## config.mk

```make
export PLATFORM = sky130hd
export DESIGN_NAME = rcst_slot_ram
export DESIGN_NICKNAME = d
export VERILOG_FILES = /design/src/rtl/core/refcounted_shared_slot_table_unit_assert.svh /design/src/rtl/core/rcst_pkg.sv /design/src/rtl/core/rcst_slot_ram.sv
export SDC_FILE = /design/constraint.sdc
export NUM_CORES = 2
export LEC_CHECK = 0
export BUFFER_PORTS_ARGS = -buffer_cell sky130_fd_sc_hd__buf_2
export CORE_AREA = 5 5 530 584
export DETAILED_ROUTE_END_ITERATION = 8
export DIE_AREA = 0 0 535 589
export PLACE_DENSITY = 0.81
export SKIP_LAST_GASP = 1
export SLEW_MARGIN = 20
export SYNTH_ARGS = -nofsm -noshare
export SYNTH_HDL_FRONTEND = slang
export SYNTH_MEMORY_MAX_BITS = 65536
export SYNTH_SLANG_ARGS = --single-unit
```

## constraint.sdc

```tcl
create_clock -name i_clk -period 7.1 [get_ports i_clk]
set_clock_uncertainty 0.05 [all_clocks]
set_input_delay 0.71 -clock i_clk [delete_from_list [all_inputs] [get_ports i_clk]]
set_output_delay 0.71 -clock i_clk [all_outputs]
set_load 0.01 [all_outputs]
```

## src/rtl/core/refcounted_shared_slot_table_unit_assert.svh

```systemverilog
// Assertion macros used by the slot table RTL.
`ifndef REFCOUNTED_SHARED_SLOT_TABLE_UNIT_ASSERT_SVH
`define REFCOUNTED_SHARED_SLOT_TABLE_UNIT_ASSERT_SVH

// Same-cycle implication, checked at every rising edge outside reset.
`define RCST_ASSERT_NOW(label, clk, rst_n, ante, cons) \
    label: assert property (@(posedge clk) disable iff (!rst_n) (ante) |-> (cons)) \
        else $error("slot table assertion failed");

// Next-cycle implication, checked at every rising edge outside reset.
`define RCST_ASSERT_NEXT(label, clk, rst_n, ante, cons) \
    label: assert property (@(posedge clk) disable iff (!rst_n) (ante) |=> (cons)) \
        else $error("slot table assertion failed");

`endif

```

## src/rtl/core/rcst_pkg.sv

```systemverilog
// Types and constants shared by the slot table modules.
`default_nettype none

package rcst_pkg;

    localparam int KEY_W      = 32;
    localparam int FRAME_W    = 20;
    localparam int COUNT_W    = 16;
    localparam int STATUS_W   = 3;
    localparam int SLOT_OUT_W = 6;

    // Stream widths: input beat carries key and new_frame, output beat slot, frame, count.
    localparam int IN_TDATA_W  = 56;
    localparam int OUT_TDATA_W = 48;

    localparam logic [COUNT_W-1:0] COUNT_MAX = '1;

    typedef enum logic [STATUS_W-1:0] {
        STAT_HIT        = 3'd0,
        STAT_ALLOC      = 3'd1,
        STAT_FULL       = 3'd2,
        STAT_RELEASED   = 3'd3,
        STAT_FREED      = 3'd4,
        STAT_CLOSE_MISS = 3'd5,
        STAT_BAD_KEY    = 3'd6
    } t_status;

    typedef enum logic {
        OP_OPEN  = 1'b0,
        OP_CLOSE = 1'b1
    } t_op;

    typedef enum logic [1:0] {
        ST_IDLE,
        ST_SCAN,
        ST_DONE
    } t_state;

    // One table entry as stored in the slot memory.
    typedef struct packed {
        logic [KEY_W-1:0]   key;
        logic [FRAME_W-1:0] frame;
        logic [COUNT_W-1:0] count;
    } t_entry;

endpackage

`default_nettype wire

```

## src/rtl/core/rcst_slot_ram.sv

```systemverilog
// Single-port-write, registered-read memory holding the slot entries.
`default_nettype none

module rcst_slot_ram #(
    parameter int DEPTH = 64,
    parameter int AW    = 6
) (
    input  wire logic             i_clk,
    input  wire logic             i_we,
    input  wire logic [AW-1:0]    i_waddr,
    input  wire rcst_pkg::t_entry i_wdata,
    input  wire logic [AW-1:0]    i_raddr,
    output rcst_pkg::t_entry      o_rdata
);
    import rcst_pkg::*;

    t_entry mem [DEPTH];
    t_entry r_rdata;

    // Write port.
    always_ff @(posedge i_clk) begin
        if (i_we) begin
            mem[i_waddr] <= i_wdata;
        end
    end

    // Read port; the read data is registered.
    always_ff @(posedge i_clk) begin
        r_rdata <= mem[i_raddr];
    end

    assign o_rdata = r_rdata;

endmodule

`default_nettype wire

```

==> run_results.csv <==
group,metric,value,unit
logic_synthesis,yosysUniqueCellTypes,35,
setup_path,crit_path_frequent_cell,"buf_4",
placement,io_buffers,149,
global_route,grt_pass1_vias,89500,
setup_path,cp-end-kind,"flip-flop",
status,status,"complete, no violations",
setup_path,path_cells,"buf_2 -> buf_4 -> clkinv_2 -> nand2_4 -> buf_4 -> o22ai_1 -> nor4_1 -> o22a_1",
placement,dp_slack,2.49,ns
hold_path,hold_class,"in -> reg",
global_route,antenna_found_initial,64,
sta,grt_setup_unrepaired,"no",
finish,syn_to_final_growth,12.4,%
clocking,cts_made_buffers,409,
flow_run,max_cap_viol_count,0,
routing,via_per_inst,7.43,
power,powerDensity,292,nW/um2
power,clkPwrFrac,41.7,%
setup_path,start_kind,"primary input",
logic_synthesis,syn_area_per_cell,23.4,um2
floorplanning,row_count,212,
floorplanning,die_x,535,um
power,peakVddDrop,0.220,mV
floorplanning,io-pin-count,150,
setup_path,worst-path-buf-inv,4,
logic_synthesis,ys_ff_latch,4420,
power,cellLeakagePower,57.4,nW
placement,place_congestion,0.828,
clocking,cts.reportedPaths.clkPinSlew,0.07,ns
logic_synthesis,synth_common_cells,"4352 x edfxtp_1, 1031 x mux4_2, 370 x o22ai_1, 185 x clkbuf_1, 130 x mux2i_1",
logic_synthesis,yosysTopAreaCell,"edfxtp_1",
setup_path,crit_fanout,33,
setup_path,critical_path_class,"in -> reg",
finish,drive_above_1_share,26.7,%
clocking,clock_latency,1.00,ns
global_route,grt_usage,32.6,%
routing,drt_iter0_drc,18800,
setup_path,worstPathArrival,4.89,ns
sta,drv_slew,0,
power,p_sw,0.0119,W
setup_path,crit_required,7.92,ns
power,total_power,0.0543,W
sta,setup_ws,3.03,ns
finish,fin_nets,7515,
routing,drtPass1Iterations,9,
logic_synthesis,syn_nets,7159,
sta,fin_crit,4.07,ns
clocking,cts_tree,"yes",
logic_synthesis,synth_area_leaders,"edfxtp_1 79%, mux4_2 14%, o22ai_1 1.4%, dfxtp_1 0.82%, mux2i_1 0.79%",
sta,worst_slew_pin_slew,1.30,ns
global_route,grt_overflow_total,0,
floorplanning,start_util,54.7,%
routing,vias,88400,
clocking,clockRootBuffer,"clkbuf_16",
sta,finalSetupViolations,0,
power,swShare,22.0,%
logic_synthesis,synth_top_flop_cell,"edfxtp_1",
setup_path,crit_family,"buffers and inverters",
sta,whs,0.115,ns
floorplanning,die_area,315000,um2
logic_synthesis,synth_area,166000,um2
logic_synthesis,async_flop_share,0,%
global_route,grt_pass1_wl,712,mm
routing,totalWireLength,519,mm
logic_synthesis,synth_cells,7077,
setup_path,cpPeakStageDelay,0.82,ns
placement,place_hpwl,242,mm
logic_synthesis,synth-edff-count,4352,
floorplanning,core_area,303000,um2
logic_synthesis,ys_seq_area_share,79.8,%
routing,routedWlPerCell,43.6,um
floorplanning,die_height,589,um
power,seqPwrFrac,53.6,%
sta,hold_viol_final,0,
sta,max_clock_freq,246,MHz
sta,slew_headroom,13.2,%
clocking,cts_resized,0,
clocking,cts-htree-levels,5,
logic_synthesis,synth_top_area_share,79.0,%
clocking,cts_setup_buffers,0,
routing,drc,0,
routing,postRouteAntennaNets,0,
global_route,grt_max_degree,120,
clocking,cts_num_sinks,4420,
clocking,cts_max_path_buffers,4,
finish,fillers,18200,
logic_synthesis,synth_most_common_cell,"edfxtp_1",
power,power.internal,0.0423,W
sta,period_share,57.3,%
logic_synthesis,ys_warn_count,0,
setup_path,crit_slowest_cell,"nand2_4",
power,pwr-share-comb,4.7,%
clocking,holdBufCountCts,0,
sta,fin_setup_tns,0,ns
[per-layer routing]
layer / wire length (um) / track usage (%)
met3: 84700 / 11.1
met2: 242000 / 50.0
met1: 145000 / 38.7
met5: 446 / 0
met4: 46200 / 23.6
[power by group through the flow]
stage / clock network, W / registers (W) / logic, W
after global routing: 0.0238 / 0.0291 / 0.00260
after floorplan: 0 / 0.0295 / 0.00134
final: 0.0226 / 0.0291 / 0.00254
after CTS: 0.0225 / 0.0291 / 0.00245
after detailed placement: 0 / 0.0296 / 0.00236
after global placement: 0 / 0.0296 / 0.00227
[cell families (layout without fill, tap and decap cells)]
family	count (synthesis)	after routing	share of synthesized area, %
other	0	57	0
AO/OA/AOI/OAI	669	669	2.78
multiplexers	1161	1161	14.8
buffers and inverters	414	1115	1.33
AND/OR/NAND/NOR	413	413	1.29
flip-flops	4420	4420	79.8
[worst paths after layout]
path / startpoint / endpoint / slack, ns / depth (start not counted)
worst max-delay path: i_raddr[4] / o_rdata[31] / 3.03 / 8
worst min-delay path: i_wdata[54] / mem[20][54] / 0.12 / 1
worst max register to register: mem[51][15] / o_rdata[15] / 4.69 / 5
worst min register to register: mem[58][52] / o_rdata[52] / 0.78 / 4
[area by class of cell]
cell class | count | area [um2] | share of cell area (%)
Sequential cell | 4420 | 132000 | 71.0
Inverter | 1 | 5.00 | 0.00269
Clock buffer | 533 | 11100 | 5.94
Multi-Input combinational cell | 2243 | 31800 | 17.1
Antenna cell | 57 | 143 | 0.0767
Clock inverter | 223 | 2420 | 1.30
Timing Repair Buffer | 358 | 3430 | 1.84
Tap cell | 4066 | 5090 | 2.73
[per-stage QoR]
| stage | instances | utilization, % | area, um2 |
|---|---|---|---|
| floorplan | 7077 | - | 166000 |
| detailed placement | 11100 | 56.8 | 172000 |
| CTS | 11800 | 61.3 | 186000 |
| global route | 11900 | 61.5 | 186000 |
| global placement | 11100 | 56.7 | 172000 |
| finish | 11900 | 61.5 | 186000 |
[placed cells by master (no fill, tap or decap), types with 8 or more instances in the layout]
cell type   instances
a211oi_1          108
a21oi_1            16
a22oi_1            60
a31oi_1            12
buf_12             50
buf_16             19
buf_2             117
buf_4             167
bufinv_16          42
clkbuf_1           92
clkbuf_16         412
clkbuf_8           29
clkinv_1           64
clkinv_2           72
clkinv_4            9
clkinvlp_4         16
dfxtp_1            68
diode_2            57
edfxtp_1         4352
inv_6               8
mux2i_1           130
mux4_2           1031
nand2_1            20
nand3_1            30
nor2_1             23
nor2_4             62
nor2b_1            82
nor3_1            101
nor4_1             56
o211a_1            12
o21ai_0             8
o221ai_1           23
o22a_1             56
o22ai_1           370
[state kept, by name, indices dropped and copies added (netlist names)]
signal,count
mem,4352
o_rdata,68
Power figures use the tool's default switching activity.
